[src/sv/gbhp_pkg.sv]
// ----------------------------------------------------------------------------
// gbhp_pkg: shared types and constants of the geometry blob header parser
// Holds the queue record, status codes and the IEEE helper functions.
// ----------------------------------------------------------------------------
package gbhp_pkg;

    localparam logic [7:0] MAGIC_FIRST  = 8'h47;
    localparam logic [7:0] MAGIC_SECOND = 8'h50;
    localparam logic [2:0] MAX_CODE     = 3'd4;

    localparam logic [2:0] ST_OK        = 3'd0;
    localparam logic [2:0] ST_BAD_MAGIC = 3'd1;
    localparam logic [2:0] ST_BAD_VER   = 3'd2;
    localparam logic [2:0] ST_BAD_CODE  = 3'd3;
    localparam logic [2:0] ST_TRUNC     = 3'd4;
    localparam logic [2:0] ST_INV_ENV   = 3'd5;

    localparam int OUT_DATA_W = 184;

    // one parsed byte: an optional range result and an optional status result
    typedef struct packed {
        logic        rng_v;
        logic        sts_v;
        logic [1:0]  axis;
        logic [63:0] mn;
        logic [63:0] mx;
        logic [2:0]  status;
        logic        is_empty;
        logic [2:0]  env_kind;
        logic        little;
        logic [31:0] srid;
        logic [6:0]  hb_rng;
        logic [6:0]  hb_sts;
    } t_rec;

    // header length for an envelope code
    function automatic logic [6:0] hdr_len(input logic [2:0] code);
        unique case (code)
            3'd0:    hdr_len = 7'd8;
            3'd1:    hdr_len = 7'd40;
            3'd4:    hdr_len = 7'd72;
            default: hdr_len = 7'd56;
        endcase
    endfunction

    // number of axes for an envelope code
    function automatic logic [2:0] axes_of(input logic [2:0] code);
        unique case (code)
            3'd0:    axes_of = 3'd0;
            3'd1:    axes_of = 3'd2;
            3'd4:    axes_of = 3'd4;
            default: axes_of = 3'd3;
        endcase
    endfunction

    function automatic logic is_nan(input logic [63:0] v);
        is_nan = (&v[62:52]) && (|v[51:0]);
    endfunction

    // IEEE a > b on raw double bits, false when either is NaN
    function automatic logic dbl_gt(input logic [63:0] a, input logic [63:0] b);
        logic both_zero;
        logic res;
        both_zero = (a[62:0] == 63'd0) && (b[62:0] == 63'd0);
        if (is_nan(a) || is_nan(b) || both_zero) begin
            res = 1'b0;
        end else if (a[63] != b[63]) begin
            res = !a[63];
        end else if (!a[63]) begin
            res = a[62:0] > b[62:0];
        end else begin
            res = a[62:0] < b[62:0];
        end
        dbl_gt = res;
    endfunction

endpackage

[src/sv/gbhp_front.sv]
// ----------------------------------------------------------------------------
// gbhp_front: byte parser
// Checks magic, version and flags, assembles SRID and envelope doubles and
// writes one record per byte that yields a result.
// ----------------------------------------------------------------------------
module gbhp_front (
    input  logic           i_clk,
    input  logic           i_rst_n,
    input  logic           i_valid,
    output logic           o_ready,
    input  logic [7:0]     i_byte,
    input  logic           i_sob,
    input  logic           i_eob,
    input  logic           i_full,
    output logic           o_push,
    output gbhp_pkg::t_rec o_rec
);
    import gbhp_pkg::*;

    logic [6:0]  r_pos,   n_pos;
    logic [4:0]  r_flags, n_flags;
    logic [63:0] r_asm,   n_asm;
    logic [31:0] r_srid,  n_srid;
    logic [63:0] r_hmin,  n_hmin;
    logic        r_err,   n_err;
    logic        r_fin,   n_fin;

    logic        acc;
    logic        active;
    logic [6:0]  p;
    logic [4:0]  flg;
    logic [63:0] asm_w;
    logic [63:0] sh_w;
    logic [2:0]  code;
    logic        seen;
    logic        sts_v;
    logic [2:0]  st;
    logic        rng_v;
    logic        bad_pair;
    logic [6:0]  off;
    logic [2:0]  pair;
    logic        done;

    assign o_ready = !i_full;
    assign acc     = i_valid && !i_full;
    assign active  = i_sob || !r_fin;

    // shift one byte into the assembly word in the header byte order
    always_comb begin
        p     = i_sob ? 7'd0 : r_pos;
        flg   = i_sob ? 5'd0 : r_flags;
        asm_w = i_sob ? 64'd0 : r_asm;
        if (p[2:0] == 3'd0 || (p[6:3] == 4'd0 && p[1:0] == 2'd0)) begin
            asm_w = 64'd0;
        end
        if (flg[0]) begin
            if (p[6:3] == 4'd0) begin
                sh_w = asm_w | (64'(i_byte) << {p[1:0], 3'b000});
            end else begin
                sh_w = asm_w | (64'(i_byte) << {p[2:0], 3'b000});
            end
        end else begin
            sh_w = {asm_w[55:0], i_byte};
        end
    end

    // per-byte decode
    always_comb begin
        n_pos    = r_pos;
        n_flags  = i_sob ? 5'd0 : r_flags;
        n_asm    = i_sob ? 64'd0 : r_asm;
        n_srid   = i_sob ? 32'd0 : r_srid;
        n_hmin   = i_sob ? 64'd0 : r_hmin;
        n_err    = i_sob ? 1'b0 : r_err;
        n_fin    = r_fin;
        sts_v    = 1'b0;
        st       = ST_OK;
        rng_v    = 1'b0;
        bad_pair = 1'b0;
        off      = p - 7'd8;
        pair     = off[6:4];
        code     = flg[3:1];
        done     = 1'b0;
        if (p == 7'd0) begin
            n_asm = {56'd0, i_byte};
        end else if (p == 7'd1) begin
            if (!(r_asm[7:0] == MAGIC_FIRST && r_asm[63:8] == 56'd0 &&
                  i_byte == MAGIC_SECOND)) begin
                sts_v = 1'b1;
                st    = ST_BAD_MAGIC;
            end
        end else if (p == 7'd2) begin
            if (i_byte != 8'd0) begin
                sts_v = 1'b1;
                st    = ST_BAD_VER;
            end
        end else if (p == 7'd3) begin
            code = i_byte[3:1];
            if (code > MAX_CODE) begin
                sts_v   = 1'b1;
                st      = ST_BAD_CODE;
                n_flags = i_byte[4:0] & 5'h11;
            end else begin
                n_flags = i_byte[4:0];
            end
        end else if (p < 7'd8) begin
            n_asm = sh_w;
            if (p == 7'd7) begin
                n_srid = sh_w[31:0];
                if (code == 3'd0) begin
                    sts_v = 1'b1;
                    st    = n_err ? ST_INV_ENV : ST_OK;
                end
            end
        end else begin
            n_asm = sh_w;
            if (off[3:0] == 4'd7) begin
                n_hmin = sh_w;
            end else if (off[3:0] == 4'd15) begin
                rng_v    = 1'b1;
                bad_pair = (flg[4] && (!is_nan(n_hmin) || !is_nan(sh_w))) ||
                           dbl_gt(n_hmin, sh_w);
                n_err    = n_err | bad_pair;
                done     = ({1'b0, pair} + 4'd1) >= {1'b0, axes_of(code)};
                if (done) begin
                    sts_v = 1'b1;
                    st    = n_err ? ST_INV_ENV : ST_OK;
                end
            end
        end
        if (!sts_v && i_eob) begin
            sts_v = 1'b1;
            st    = ST_TRUNC;
        end
        if (sts_v) begin
            n_fin = 1'b1;
        end else begin
            n_pos = p + 7'd1;
            n_fin = 1'b0;
        end
    end

    // record fields
    always_comb begin
        seen           = p >= 7'd3;
        o_rec.rng_v    = rng_v;
        o_rec.sts_v    = sts_v;
        o_rec.axis     = (pair == 3'd2 && n_flags[3:1] == 3'd3) ? 2'd3 : pair[1:0];
        o_rec.mn       = n_hmin;
        o_rec.mx       = sh_w;
        o_rec.status   = st;
        o_rec.is_empty = seen ? n_flags[4] : 1'b0;
        o_rec.env_kind = seen ? n_flags[3:1] : 3'd0;
        o_rec.little   = seen ? n_flags[0] : 1'b0;
        o_rec.srid     = n_srid;
        o_rec.hb_rng   = hdr_len(n_flags[3:1]);
        o_rec.hb_sts   = (seen && (st == ST_OK || st >= ST_TRUNC)) ?
                         hdr_len(n_flags[3:1]) : 7'd0;
        o_push         = acc && active && (rng_v || sts_v);
    end

    // parser state
    always_ff @(posedge i_clk) begin
        if (!i_rst_n) begin
            r_pos   <= 7'd0;
            r_flags <= 5'd0;
            r_asm   <= 64'd0;
            r_srid  <= 32'd0;
            r_hmin  <= 64'd0;
            r_err   <= 1'b0;
            r_fin   <= 1'b1;
        end else if (acc && active) begin
            r_pos   <= n_pos;
            r_flags <= n_flags;
            r_asm   <= n_asm;
            r_srid  <= n_srid;
            r_hmin  <= n_hmin;
            r_err   <= n_err;
            r_fin   <= n_fin;
        end
    end

endmodule

[src/sv/gbhp_queue.sv]
// ----------------------------------------------------------------------------
// gbhp_queue: record queue
// Small register queue that decouples the parser from the output side.
// ----------------------------------------------------------------------------
module gbhp_queue #(
    parameter int DEPTH = 4
) (
    input  logic           i_clk,
    input  logic           i_rst_n,
    input  logic           i_push,
    input  gbhp_pkg::t_rec i_rec,
    output logic           o_full,
    input  logic           i_pop,
    output logic           o_empty,
    output gbhp_pkg::t_rec o_rec
);
    import gbhp_pkg::*;

    localparam int PW = (DEPTH > 1) ? $clog2(DEPTH) : 1;
    localparam int CW = $clog2(DEPTH + 1);

    t_rec          r_mem [DEPTH];
    logic [PW-1:0] r_wp, n_wp;
    logic [PW-1:0] r_rp, n_rp;
    logic [CW-1:0] r_cnt, n_cnt;

    assign o_full  = r_cnt == CW'(DEPTH);
    assign o_empty = r_cnt == '0;
    assign o_rec   = r_mem[r_rp];

    // pointer and count update
    always_comb begin
        n_wp  = r_wp;
        n_rp  = r_rp;
        n_cnt = r_cnt;
        if (i_push) begin
            n_wp = (r_wp == PW'(DEPTH - 1)) ? '0 : r_wp + 1'b1;
        end
        if (i_pop) begin
            n_rp = (r_rp == PW'(DEPTH - 1)) ? '0 : r_rp + 1'b1;
        end
        if (i_push && !i_pop) begin
            n_cnt = r_cnt + 1'b1;
        end else if (!i_push && i_pop) begin
            n_cnt = r_cnt - 1'b1;
        end
    end

    always_ff @(posedge i_clk) begin
        if (!i_rst_n) begin
            r_wp  <= '0;
            r_rp  <= '0;
            r_cnt <= '0;
        end else begin
            r_wp  <= n_wp;
            r_rp  <= n_rp;
            r_cnt <= n_cnt;
        end
    end

    // storage
    always_ff @(posedge i_clk) begin
        if (i_push) begin
            r_mem[r_wp] <= i_rec;
        end
    end

    a_no_overflow: assert property (@(posedge i_clk) disable iff (!i_rst_n)
        !(i_push && o_full)) else $error("push into full queue");
    a_no_underflow: assert property (@(posedge i_clk) disable iff (!i_rst_n)
        !(i_pop && o_empty)) else $error("pop from empty queue");
    a_count_range: assert property (@(posedge i_clk) disable iff (!i_rst_n)
        r_cnt <= CW'(DEPTH)) else $error("queue count out of range");

endmodule

[src/sv/gbhp_back.sv]
// ----------------------------------------------------------------------------
// gbhp_back: result formatter
// Turns each queued record into one or two output transfers.
// ----------------------------------------------------------------------------
module gbhp_back (
    input  logic                                i_clk,
    input  logic                                i_rst_n,
    input  logic                                i_empty,
    input  gbhp_pkg::t_rec                      i_rec,
    output logic                                o_pop,
    output logic                                o_valid,
    input  logic                                i_ready,
    output logic [gbhp_pkg::OUT_DATA_W-1:0]     o_data,
    output logic                                o_kind,
    output logic                                o_last
);
    import gbhp_pkg::*;

    logic r_phase, n_phase;
    logic is_rng;
    logic xfer;

    assign o_valid = !i_empty;
    assign xfer    = o_valid && i_ready;
    assign is_rng  = i_rec.rng_v && !r_phase;
    assign o_pop   = xfer && !(is_rng && i_rec.sts_v);
    assign o_kind  = !is_rng;
    assign o_last  = is_rng ? !i_rec.sts_v : 1'b1;

    // payload packing: axis, min, max, status, empty, kind, little, srid, length
    always_comb begin
        o_data = {7'd0,
                  is_rng ? i_rec.hb_rng : i_rec.hb_sts,
                  i_rec.srid,
                  i_rec.little,
                  i_rec.env_kind,
                  i_rec.is_empty,
                  is_rng ? ST_OK : i_rec.status,
                  is_rng ? i_rec.mx : 64'd0,
                  is_rng ? i_rec.mn : 64'd0,
                  is_rng ? i_rec.axis : 2'd0};
    end

    // phase: range part of a two-result record already sent
    always_comb begin
        n_phase = r_phase;
        if (xfer) begin
            n_phase = is_rng && i_rec.sts_v;
        end
    end

    always_ff @(posedge i_clk) begin
        if (!i_rst_n) begin
            r_phase <= 1'b0;
        end else begin
            r_phase <= n_phase;
        end
    end

    a_phase_pair: assert property (@(posedge i_clk) disable iff (!i_rst_n)
        r_phase |-> (o_valid && i_rec.rng_v && i_rec.sts_v))
        else $error("phase set without a two-result record");
    a_range_then_status: assert property (@(posedge i_clk) disable iff (!i_rst_n)
        (xfer && is_rng && i_rec.sts_v) |=> (o_valid && o_kind))
        else $error("status does not follow range");
    a_status_last: assert property (@(posedge i_clk) disable iff (!i_rst_n)
        (o_valid && o_kind) |-> o_last) else $error("status without last");

endmodule

[src/sv/geometry_blob_header_parser.sv]
// Results are held in the record queue. Throughput: one byte per cycle
//   while the queue is not full; a byte that yields a range and the final
//   status takes two output transfers, set by the single output port.
// Reset: synchronous active-low; the parser idles until a start-of-blob byte,
//   and the record queue is emptied.
// ----------------------------------------------------------------------------
// geometry_blob_header_parser: top level
// Byte stream in, envelope ranges and header status out.
// ----------------------------------------------------------------------------
module geometry_blob_header_parser #(
    parameter int QUEUE_DEPTH = 4
) (
    input  logic         i_clk,
    input  logic         i_rst_n,
    input  logic         i_s_axis_tvalid,
    output logic         o_s_axis_tready,
    input  logic [7:0]   i_s_axis_tdata,   // [7:0] data_byte
    input  logic         i_s_axis_tuser,   // [0] start_of_blob
    input  logic         i_s_axis_tlast,   // end_of_blob
    output logic         o_m_axis_tvalid,
    input  logic         i_m_axis_tready,
    // [1:0] axis, [65:2] range_min, [129:66] range_max, [132:130] status,
    // [133] is_empty, [136:134] envelope_kind, [137] little_endian,
    // [169:138] srid, [176:170] header_bytes, [183:177] zero
    output logic [gbhp_pkg::OUT_DATA_W-1:0] o_m_axis_tdata,
    output logic         o_m_axis_tuser,   // [0] result_kind
    output logic         o_m_axis_tlast    // last
);
    import gbhp_pkg::*;

    t_rec w_rec_in;
    t_rec w_rec_out;
    logic w_push;
    logic w_pop;
    logic w_full;
    logic w_empty;

    gbhp_front u_front (
        .i_clk   (i_clk),
        .i_rst_n (i_rst_n),
        .i_valid (i_s_axis_tvalid),
        .o_ready (o_s_axis_tready),
        .i_byte  (i_s_axis_tdata),
        .i_sob   (i_s_axis_tuser),
        .i_eob   (i_s_axis_tlast),
        .i_full  (w_full),
        .o_push  (w_push),
        .o_rec   (w_rec_in)
    );

    gbhp_queue #(
        .DEPTH (QUEUE_DEPTH)
    ) u_queue (
        .i_clk   (i_clk),
        .i_rst_n (i_rst_n),
        .i_push  (w_push),
        .i_rec   (w_rec_in),
        .o_full  (w_full),
        .i_pop   (w_pop),
        .o_empty (w_empty),
        .o_rec   (w_rec_out)
    );

    gbhp_back u_back (
        .i_clk   (i_clk),
        .i_rst_n (i_rst_n),
        .i_empty (w_empty),
        .i_rec   (w_rec_out),
        .o_pop   (w_pop),
        .o_valid (o_m_axis_tvalid),
        .i_ready (i_m_axis_tready),
        .o_data  (o_m_axis_tdata),
        .o_kind  (o_m_axis_tuser),
        .o_last  (o_m_axis_tlast)
    );

endmodule

[config.mk]
export PLATFORM = sky130hd
export DESIGN_NAME = geometry_blob_header_parser
export DESIGN_NICKNAME = d
export VERILOG_FILES = /design/src/sv/gbhp_pkg.sv /design/src/sv/gbhp_front.sv /design/src/sv/gbhp_queue.sv /design/src/sv/gbhp_back.sv /design/src/sv/geometry_blob_header_parser.sv
export SDC_FILE = /design/constraint.sdc
export NUM_CORES = 1
export LEC_CHECK = 0
export ABC_AREA = 0
export BUFFER_PORTS_ARGS = -buffer_cell sky130_fd_sc_hd__clkbuf_2
export CAP_MARGIN = 10
export CORE_UTILIZATION = 25
export DETAILED_ROUTE_END_ITERATION = 16
export GPL_TIMING_DRIVEN = 1
export PLACE_DENSITY_LB_ADDON = 0.25
export REMOVE_ABC_BUFFERS = 1
export SLEW_MARGIN = 20
export SYNTH_ARGS = -nofsm -noshare
export SYNTH_HDL_FRONTEND = slang
export SYNTH_HIERARCHICAL = 1
export SYNTH_SLANG_ARGS = --single-unit
[constraint.sdc]
create_clock -name i_clk -period 16.1 [get_ports i_clk]
set_clock_uncertainty 0.05 [all_clocks]
set_input_delay 1.61 -clock i_clk [delete_from_list [all_inputs] [get_ports i_clk]]
set_output_delay 1.61 -clock i_clk [all_outputs]
set_load 0.1 [all_outputs]
==> impl_results.md, run 1 <==
* Number of cells on the worst reg-to-reg path at 21
* Synth Warn # at 6
* Number of buffers inserted by hold repair at cts at 0
* DIE AREA at roughly 170000 um^2
* Die X-Extent at roughly 410 um
* Biggest cell delay along the critical path at around 640 ps
* Top cells by area, synth: sky130_fd_sc_hd__edfxtp_1, sky130_fd_sc_hd__mux4_2, sky130_fd_sc_hd__dfxtp_1, sky130_fd_sc_hd__nand2_1, sky130_fd_sc_hd__ha_1
* Setup Buffers After CTS at 0
* Total number of vias at roughly 25000
* Number of global-route vias before repair at 24500
* Post-Route Setup TNS at 0 ps
* Number of antenna violations at the first check in global routing at 14
* Post-DP HPWL at approximately 79 mm
* Required time at the worst-slack endpoint at 16480 ps
* Share of layout cells above drive strength 1 at 20.8%
* Latest clock arrival within the worst-skew pair at 730 ps
* Sequential cell area at about 26000 um^2
* CP Cell Sequence: buf_4 > buf_4 > nor2b_1 > inv_1 > ha_1 > nand4bb_1 > nand3_2 > nor2_4 > buf_4 > a221o_1 > inv_1 > ha_1 > nand2_1 > o21ai_0 > a22oi_1 > a2111oi_0 > nor3_1 > o21ai_0 > a211oi_1 > mux2_2 > a21oi_2 > o21ai_2 > o21a_1
* Placeable core area at roughly 160000 um^2
* Clock root buffer master: sky130_fd_sc_hd__clkbuf_16
* Crit path max-delay family: compound AO/OA/AOI/OAI gates
* Crit Path Category: in2reg
* Worst reg2reg endpoint: u_queue/r_mem[3][51]
* Total Power Consumption at between 0.006 and 0.007 W
* Total of max-cap violations at 0
* Clock period minus worst slack at around 7600 ps
* Initial Utilization at 25.2%
* Yosys top cell by area: sky130_fd_sc_hd__edfxtp_1
* DRT Pass-1 Iters at 6
* CP dominant cell by count: sky130_fd_sc_hd__buf_4
* Count of standard-cell rows at 148
* CTS clock-pin slew for the worst setup and hold paths at around 60 ps
* Sequential share of the synthesized area at a little under two thirds
* Maximum number of pins on one net before global-route repair at ~100
* Filler cell count in the final layout at 16500
* RSZ-0062 raised after global routing: false
* Total buffers and inverters traversed by the critical path at 5
* Crit-path slowest cell: sky130_fd_sc_hd__a2111oi_0
* Average routed wire per standard cell at 22.4 um
* Share of flip-flops with an asynchronous set or reset after synthesis at 0%
* Hold Path End: u_front/r_srid[19]
* Number of register bits inferred by synthesis at approximately 930
* Final nets at roughly 3200
* Gate count of the mapped netlist at around 2900
* Number of different library cells in the post-synthesis netlist at 100
* Total routed wirelength at between 100 and 150 mm
* IO buf count at 194
* Result of the run: complete, no violations
* Critical path launch point type: primary input
* Number of routed nets with antenna violations at 0
* Clock tree from TritonCTS: built
* Max-slew violation count at 0
* Clock sink count at between 900 and 1000
* Max Root-Sink Buffers at 3
* Global-route wire length before repair at 174 mm
* Biggest fanout along the worst timing path at 51
* GPL Wtd Cong at roughly 0.87
* Max Freq at ~0.13 GHz
* Die Ht at 407 um
* Hold violation total from the final report at 0
* Total CTS buffers at 98
* Primary FF master, synth: sky130_fd_sc_hd__edfxtp_1
* Register-to-Register Setup Slack at between 9000 and 10000 ps
* Residual DRC count at 0
* Total routing usage reported by global routing at 14.2%
* Area of combinational cells with multiple inputs at between 10000 and 15000 um^2
* Largest vdd supply drop at just over 0.09 mV
* Setup-violating endpoint count in the final report at 0
* Mean instance size in the synthesized netlist at ~14 um^2
* Number of cells traversed by the worst hold path at 2
* Starting DRT DRC Count at approximately 1800
* Number of instances resized during post-cts repair at 0
* Fin crit share at roughly 47%
* Start point of the worst min-delay path: u_front/r_srid[19]
* EDFF count, synth at 744
* Leakage power total at 15.0 nW
* Post-DR vias/cell at between 4 and 5
* Measured slew at the worst slew-check pin at roughly 1200 ps
* Total grt overflow at 0
* Top cell type's share of synthesized area at between 50 and 60%
* Synthesis-to-finish area growth at 14.9%
* Worst Setup End Kind: flop
* Crit Reg-Reg Startpoint: u_front/r_pos[0]
* Tightest Hold Check Type: reg2reg
* H-tree levels at 3
* Worst slew margin at between 10% and 20%
* Areal power density over the cells at approximately 150 nW/um^2
* Number of top-level pins at just over 200
* Mapped cell area at just over 40000 um^2
* Critical path arrival at just under 8000 ps
==> state kept, by name, summed over array words and instances, names as in the netlist, named ones only <==
register	count
u_front/r_pos	7
u_front/r_fin	1
u_queue/r_mem	744
u_queue/r_cnt	3
u_front/r_hmin	64
u_back/r_phase	1
u_queue/r_wp	2
u_front/r_srid	32
u_queue/r_rp	2
u_front/r_flags	5
u_front/r_asm	64
u_front/r_err	1
==> layout by cell type (no fill, tap or decap), types with 21 or more instances in the layout <==
cell type / netlist / final
sky130_fd_sc_hd__nand4_1: 27 / 27
sky130_fd_sc_hd__nor2b_1: 80 / 79
sky130_fd_sc_hd__ha_1: 77 / 77
sky130_fd_sc_hd__mux2i_1: 21 / 21
sky130_fd_sc_hd__a22oi_1: 53 / 53
sky130_fd_sc_hd__clkbuf_2: 8 / 193
sky130_fd_sc_hd__nor3_1: 54 / 52
sky130_fd_sc_hd__clkbuf_16: 0 / 101
sky130_fd_sc_hd__clkbuf_1: 108 / 27
sky130_fd_sc_hd__edfxtp_1: 744 / 744
sky130_fd_sc_hd__buf_4: 54 / 46
sky130_fd_sc_hd__inv_1: 73 / 72
sky130_fd_sc_hd__nor4_1: 30 / 29
sky130_fd_sc_hd__o21ai_0: 117 / 115
sky130_fd_sc_hd__and2_1: 138 / 134
sky130_fd_sc_hd__nand3_1: 64 / 63
sky130_fd_sc_hd__a21oi_1: 145 / 145
sky130_fd_sc_hd__nand2_1: 294 / 293
sky130_fd_sc_hd__dfxtp_1: 184 / 182
sky130_fd_sc_hd__mux4_2: 186 / 186
sky130_fd_sc_hd__nor2_1: 166 / 166
==> how the worst max path moves through the flow <==
stage                         startpoint              endpoint  slack [ps]  cells past startpoint
after floorplan                     flop   o_m_axis_tdata[176]        3700                      4
after global placement    i_s_axis_tuser  u_queue/r_mem[0][51]        8000                     23
after detailed placement  i_s_axis_tuser  u_queue/r_mem[3][51]        7890                     23
after CTS                 i_s_axis_tuser  u_queue/r_mem[3][51]        8660                     23
after global routing      i_s_axis_tuser  u_queue/r_mem[2][51]        8150                     23
final                     i_s_axis_tuser  u_queue/r_mem[3][51]        8520                     23
==> cell usage after synthesis (all sizes together), types with 59 or more instances <==
cell type / instances
a22oi: 59
and2: 141
nor2b: 81
buf: 115
mux4: 186
edfxtp: 744
o21ai: 122
nor2: 169
ha: 77
inv: 81
clkbuf: 117
a21oi: 147
nand3: 65
nand2: 295
dfxtp: 184
==> stage by stage <==
stage	instances	cell area (um^2)	hold WS (ps)	setup slack, ps	util, %
3_5_place_dp	5138	43900	397	7890	26.9
4_1_cts	5322	47000	407	8660	28.9
5_1_grt	5323	47100	426	8150	28.9
6_report	5324	47100	405	8520	28.9
3_3_place_gp	5138	43900	393	8000	26.9
2_1_floorplan	2723	39700	387	3700	-
==> cell families (layout without fill, tap and decap cells) <==
group,after synthesis,count (layout),synth area share [%]
DFF,928,928,63.5
and+or+nand+nor,918,918,11.3
AOI/OAI and AO/OA,466,466,7.29
buffers and inverters,316,508,3.96
muxes,227,227,11.3
adders and majority gates,79,79,2.43
xor gates and xnor gates,7,7,0.150
other,3,16,0.0275
==> worst min-delay path, cell delays in order, from the launching register on <==
cell and delay [ps]:
sky130_fd_sc_hd__dfxtp_1 310, sky130_fd_sc_hd__nand2_1 50, sky130_fd_sc_hd__a21oi_1 50
==> report_power, final <==
part | total [W] | internal, W | switching, W | leakage, nW
combinational | 0.00203 | 0.000448 | 0.00158 | 5.50
clock | 0.00226 | 0.00131 | 0.000951 | 1.55
sequential | 0.00269 | 0.00264 | 0.0000474 | 7.94
total | 0.00697 | 0.00440 | 0.00258 | 15.0
==> layout make-up <==
cell class / instances / area share, %
clock inverter: 50 / 1.02
timing repair buffer: 240 / 2.83
sequential: 928 / 55.3
antenna: 2 / 0.0106
clock buffer: 134 / 5.76
multi-input combinational: 1711 / 28.6
tap: 2175 / 5.78
inverter: 84 / 0.686
==> layer usage <==
metal / routed length [um] / track usage, %
met5: 35 / 0
met4: 2120 / 3.81
met3: 5460 / 2.34
met2: 56900 / 22.8
met1: 54900 / 19.9
Note: power is estimated with default switching activity, not from simulation.
==> run 2: changes to the inputs <==
--- a/config.mk
+++ b/config.mk
@@ -5,7 +5,7 @@
 export SDC_FILE = /design/constraint.sdc
 export NUM_CORES = 1
 export LEC_CHECK = 0
-export ABC_AREA = 0
+export ABC_AREA = 1
 export BUFFER_PORTS_ARGS = -buffer_cell sky130_fd_sc_hd__clkbuf_2
 export CAP_MARGIN = 10
 export CORE_UTILIZATION = 25
==> constraint.sdc (replaced) <==
create_clock -name i_clk -period 7.3 [get_ports i_clk]
set_clock_uncertainty 0.05 [all_clocks]
set_input_delay 0.73 -clock i_clk [delete_from_list [all_inputs] [get_ports i_clk]]
set_output_delay 0.73 -clock i_clk [all_outputs]
set_load 0.1 [all_outputs]
==> impl_results.md, run 2 <==
* Result of the run: complete, no violations (unchanged)
* Number of flip-flops under the largest register name at 744 (unchanged)
* Worst reg2reg endpoint: u_queue/r_mem[2][5] (was u_queue/r_mem[3][51])
* Number of global-route vias before repair at 31200 (was 24500)
* Critical path launch point type: flop (was primary input)
* Worst slew margin at 21.6% (was 19.7%)
* Measured slew at the worst slew-check pin at 1180 ps (was 1200 ps)
* Most common cell in the netlist: sky130_fd_sc_hd__edfxtp_1 (unchanged)
* Areal power density over the cells at 426 nW/um^2 (was 148 nW/um^2)
* Final nets at 4685 (was 3155)
* Total routing usage reported by global routing at 15.2% (was 14.2%)
* Global-route wire length before repair at 207 mm (was 174 mm)
* Largest Register: u_queue/r_mem (unchanged)
* Number of routed nets with antenna violations at 0 (unchanged)
* EDFF count, synth at 744 (unchanged)
* Sequential share of the synthesized area at 59.1% (was 63.5%)
* Number of top-level pins at 202 (unchanged)
* Number of instances resized during post-cts repair at 0 (unchanged)
* Mapped cell area at 44000 um^2 (was 41000 um^2)
* Crit-path slowest cell: sky130_fd_sc_hd__o21ai_0 (was sky130_fd_sc_hd__a2111oi_0)
* Slack of the critical path at 1410 ps (was 8520 ps)
* CP dominant cell by count: sky130_fd_sc_hd__nand2_1 (was sky130_fd_sc_hd__buf_4)
* DRT Pass-1 Iters at 6 (unchanged)
* Max-slew violation count at 0 (unchanged)
* RSZ-0062 raised after global routing: false (unchanged)
* Critical path arrival at 6360 ps (was 7960 ps)
* Total routed wirelength at 138 mm (was 119 mm)
* Number of cells on the worst reg-to-reg path at 28 (was 21)
* Setup Buffers After CTS at 0 (unchanged)
* Primary FF master, synth: sky130_fd_sc_hd__edfxtp_1 (unchanged)
* Required time at the worst-slack endpoint at 7770 ps (was 16480 ps)
* Commonest cells after routing, fill and taps aside: sky130_fd_sc_hd__edfxtp_1, sky130_fd_sc_hd__nor2_1, sky130_fd_sc_hd__o21ai_0, sky130_fd_sc_hd__inv_1, sky130_fd_sc_hd__nand2_1 (was sky130_fd_sc_hd__edfxtp_1, sky130_fd_sc_hd__nand2_1, sky130_fd_sc_hd__clkbuf_2, sky130_fd_sc_hd__mux4_2, sky130_fd_sc_hd__dfxtp_1)
* H-tree levels at 3 (unchanged)
* Initial Utilization at 25.2% (about the same)
* Sequential cell area at 26000 um^2 (unchanged)
* Hold violation total from the final report at 0 (unchanged)
* Biggest fanout along the worst timing path at 22 (was 51)
* Die Ht at 422 um (was 407 um)
* Number of different library cells in the post-synthesis netlist at 48 (was 100)
* Synthesis-to-finish area growth at 14.2% (was 14.9%)
* GPL Wtd Cong at 0.946 (was 0.871)
* Max Root-Sink Buffers at 3 (unchanged)
* Biggest cell delay along the critical path at 840 ps (was 640 ps)
* Worst Setup End Kind: flop (unchanged)
* Total number of vias at 32400 (was 24900)
* Post-DP HPWL at 90.2 mm (was 78.9 mm)
* Number of buffers inserted by hold repair at cts at 0 (unchanged)
* Clock tree from TritonCTS: built (unchanged)
* Critical Path Source: u_front/r_pos[3] (was i_s_axis_tuser)
* Most numerous cell types in the synthesized netlist: sky130_fd_sc_hd__edfxtp_1, sky130_fd_sc_hd__nor2_1, sky130_fd_sc_hd__o21ai_0 (was sky130_fd_sc_hd__edfxtp_1, sky130_fd_sc_hd__nand2_1, sky130_fd_sc_hd__mux4_2)
* Total of max-cap violations at 0 (unchanged)
* Yosys top cell by area: sky130_fd_sc_hd__edfxtp_1 (unchanged)
* Mean instance size in the synthesized netlist at 9.72 um^2 (was 13.9 um^2)
* Largest registers ranked by flip-flop count: u_queue/r_mem (744), u_front/r_asm (64), u_front/r_hmin (64) (unchanged)
* Number of register bits inferred by synthesis at 928 (unchanged)
* Latest clock arrival within the worst-skew pair at 730 ps (about the same)
* Clock period minus worst slack at a little under 6000 ps
* Largest vdd supply drop at 0.391 mV (was 0.0907 mV)
* Tightest Hold Check Type: in2reg (was reg2reg)
* CP endpoint: u_queue/r_mem[2][5] (was u_queue/r_mem[3][51])
* Starting DRT DRC Count at 2685 (was 1761)
* Count of standard-cell rows at 153 (was 148)
* Total CTS buffers at 100 (was 98)
* Leakage power total at 19.3 nW (was 15.0 nW)
* Share of flip-flops with an asynchronous set or reset after synthesis at 0% (unchanged)
* Setup-violating endpoint count in the final report at 0 (unchanged)
* Maximum number of pins on one net before global-route repair at 189 (was 103)
* IO buf count at 194 (unchanged)
* Post-Place Worst Slack at 988 ps (was 7890 ps)
* Clock root buffer master: sky130_fd_sc_hd__clkbuf_16 (unchanged)
* Die X-Extent at 422 um (was 407 um)
* Register-to-Register Setup Slack at 1410 ps (was 9410 ps)
* Area of combinational cells with multiple inputs at 14200 um^2 (was 13500 um^2)
* Crit Path Category: reg2reg (was in2reg)
* Placeable core area at 174000 um^2 (was 163000 um^2)
* Total grt overflow at 0 (unchanged)
* Max Freq at about 0.17 GHz
* Number of antenna violations at the first check in global routing at 6 (was 14)
* Clock sink count at 928 (unchanged)
* Average routed wire per standard cell at 19.7 um (was 22.4 um)
* Post-DR vias/cell at 4.62 (was 4.68)
* Fin crit share at 80.6%
* DIE AREA at 178000 um^2 (was 165000 um^2)
* Synth Warn # at 6 (unchanged)
* Final cell utilization of the core at 28.8% (was 28.9%)
* CTS clock-pin slew for the worst setup and hold paths at 60 ps (about the same)
* Filler cell count in the final layout at 18300 (was 16500)
* Top cell type's share of synthesized area at 50.8% (was 54.5%)
* Leading cell type in the layout, fill and taps excluded: sky130_fd_sc_hd__edfxtp_1 (unchanged)
* Top cells by area, synth: sky130_fd_sc_hd__edfxtp_1, sky130_fd_sc_hd__dfxtp_1, sky130_fd_sc_hd__o21ai_0, sky130_fd_sc_hd__nor2_1, sky130_fd_sc_hd__inv_1 (was sky130_fd_sc_hd__edfxtp_1, sky130_fd_sc_hd__mux4_2, sky130_fd_sc_hd__dfxtp_1, sky130_fd_sc_hd__nand2_1, sky130_fd_sc_hd__ha_1)
* Residual DRC count at 0 (unchanged)
* Share of layout cells above drive strength 1 at 12.3% (was 20.8%)
* Crit Reg-Reg Startpoint: u_front/r_pos[3] (was u_front/r_pos[0])
* Gate count of the mapped netlist at 4530 (was 2944)
run 2: changes by cell type after synthesis, sizes merged, moves of 46 or more:
cell	before	now
a22oi	59	0
and2	141	0
buf	115	161
clkbuf	117	171
inv	81	525
mux4	186	0
nand2	295	505
nor2	169	804
nor2b	81	0
o21ai	122	682
o22ai	17	186
run 2: routing by layer:
metal	GRT usage, %	part of all wire [%]	vias up
met5	0	0.0072	-
met4	3.93	1.9	2
met3	2.53	4.6	155
met2	25.1	48	711
met1	20.5	46	16000
li1	-	-	15600
run 2: critical path, delay by kind of cell, from the launching register on:
family                   cells  cell delay [ps]
AO/OA/AOI/OAI                2              920
adder cells (fa/ha/maj)      2              710
buffers and inverters        4              640
flip-flops                   1              330
AND/OR/NAND/NOR             20             3030
run 2: power by group:
| part | leakage [nW] | switching [W] | internal [W] |
|---|---|---|---|
| Combinational | 9.34 | 0.00851 | 0.00171 |
| Sequential | 8.42 | 0.000156 | 0.00599 |
| Clock | 1.55 | 0.00216 | 0.00288 |
run 2: final cells by class:
type	count	area share, %
Clock buffer	140	5.52
Timing Repair Buffer	282	3.55
Tap cell	2325	5.79
Inverter	528	4.06
Sequential cell	928	51.8
Antenna cell	6	0.0299
Clock inverter	47	0.936
Multi-Input combinational cell	2753	28.3
run 2: cell families (layout without fill, tap and decap cells):
| logic type | Yosys count | after routing | synth area share (%) |
|---|---|---|---|
| XOR/XNOR | 8 | 8 | 0.159 |
| AND/OR/NAND/NOR | 1517 | 1517 | 15.5 |
| flip-flops | 928 | 928 | 59.1 |
| adder cells (fa/ha/maj) | 78 | 78 | 2.23 |
| other | 3 | 20 | 0.0256 |
| AO/OA/AOI/OAI | 1136 | 1136 | 14.2 |
| buffers and inverters | 860 | 997 | 8.73 |
run 2: worst min path at each step:
stage	depth (start not counted)	startpoint	endpoint
final	5	i_m_axis_tready	u_back/r_phase
after global routing	5	i_m_axis_tready	u_back/r_phase
after CTS	5	i_m_axis_tready	u_back/r_phase
after detailed placement	2	u_front/r_pos[0]	u_front/r_pos[0]
after global placement	2	u_front/r_pos[0]	u_front/r_pos[0]
after floorplan	2	u_front/r_pos[0]	u_front/r_pos[0]
run 2: stage by stage:
stage | power, W | hold slack (ps) | TNS (ps) | instances | cell area (um^2)
3_3_place_gp | 0.0167 | 396 | 0 | 6816 | 47000
5_1_grt | 0.0224 | 292 | 0 | 7006 | 50200
6_report | 0.0214 | 301 | 0 | 7009 | 50200
4_1_cts | 0.0218 | 217 | 0 | 7003 | 50200
3_5_place_dp | 0.0167 | 395 | 0 | 6816 | 47000
2_1_floorplan | 0.0143 | 373 | -2817400 | 4209 | 42200
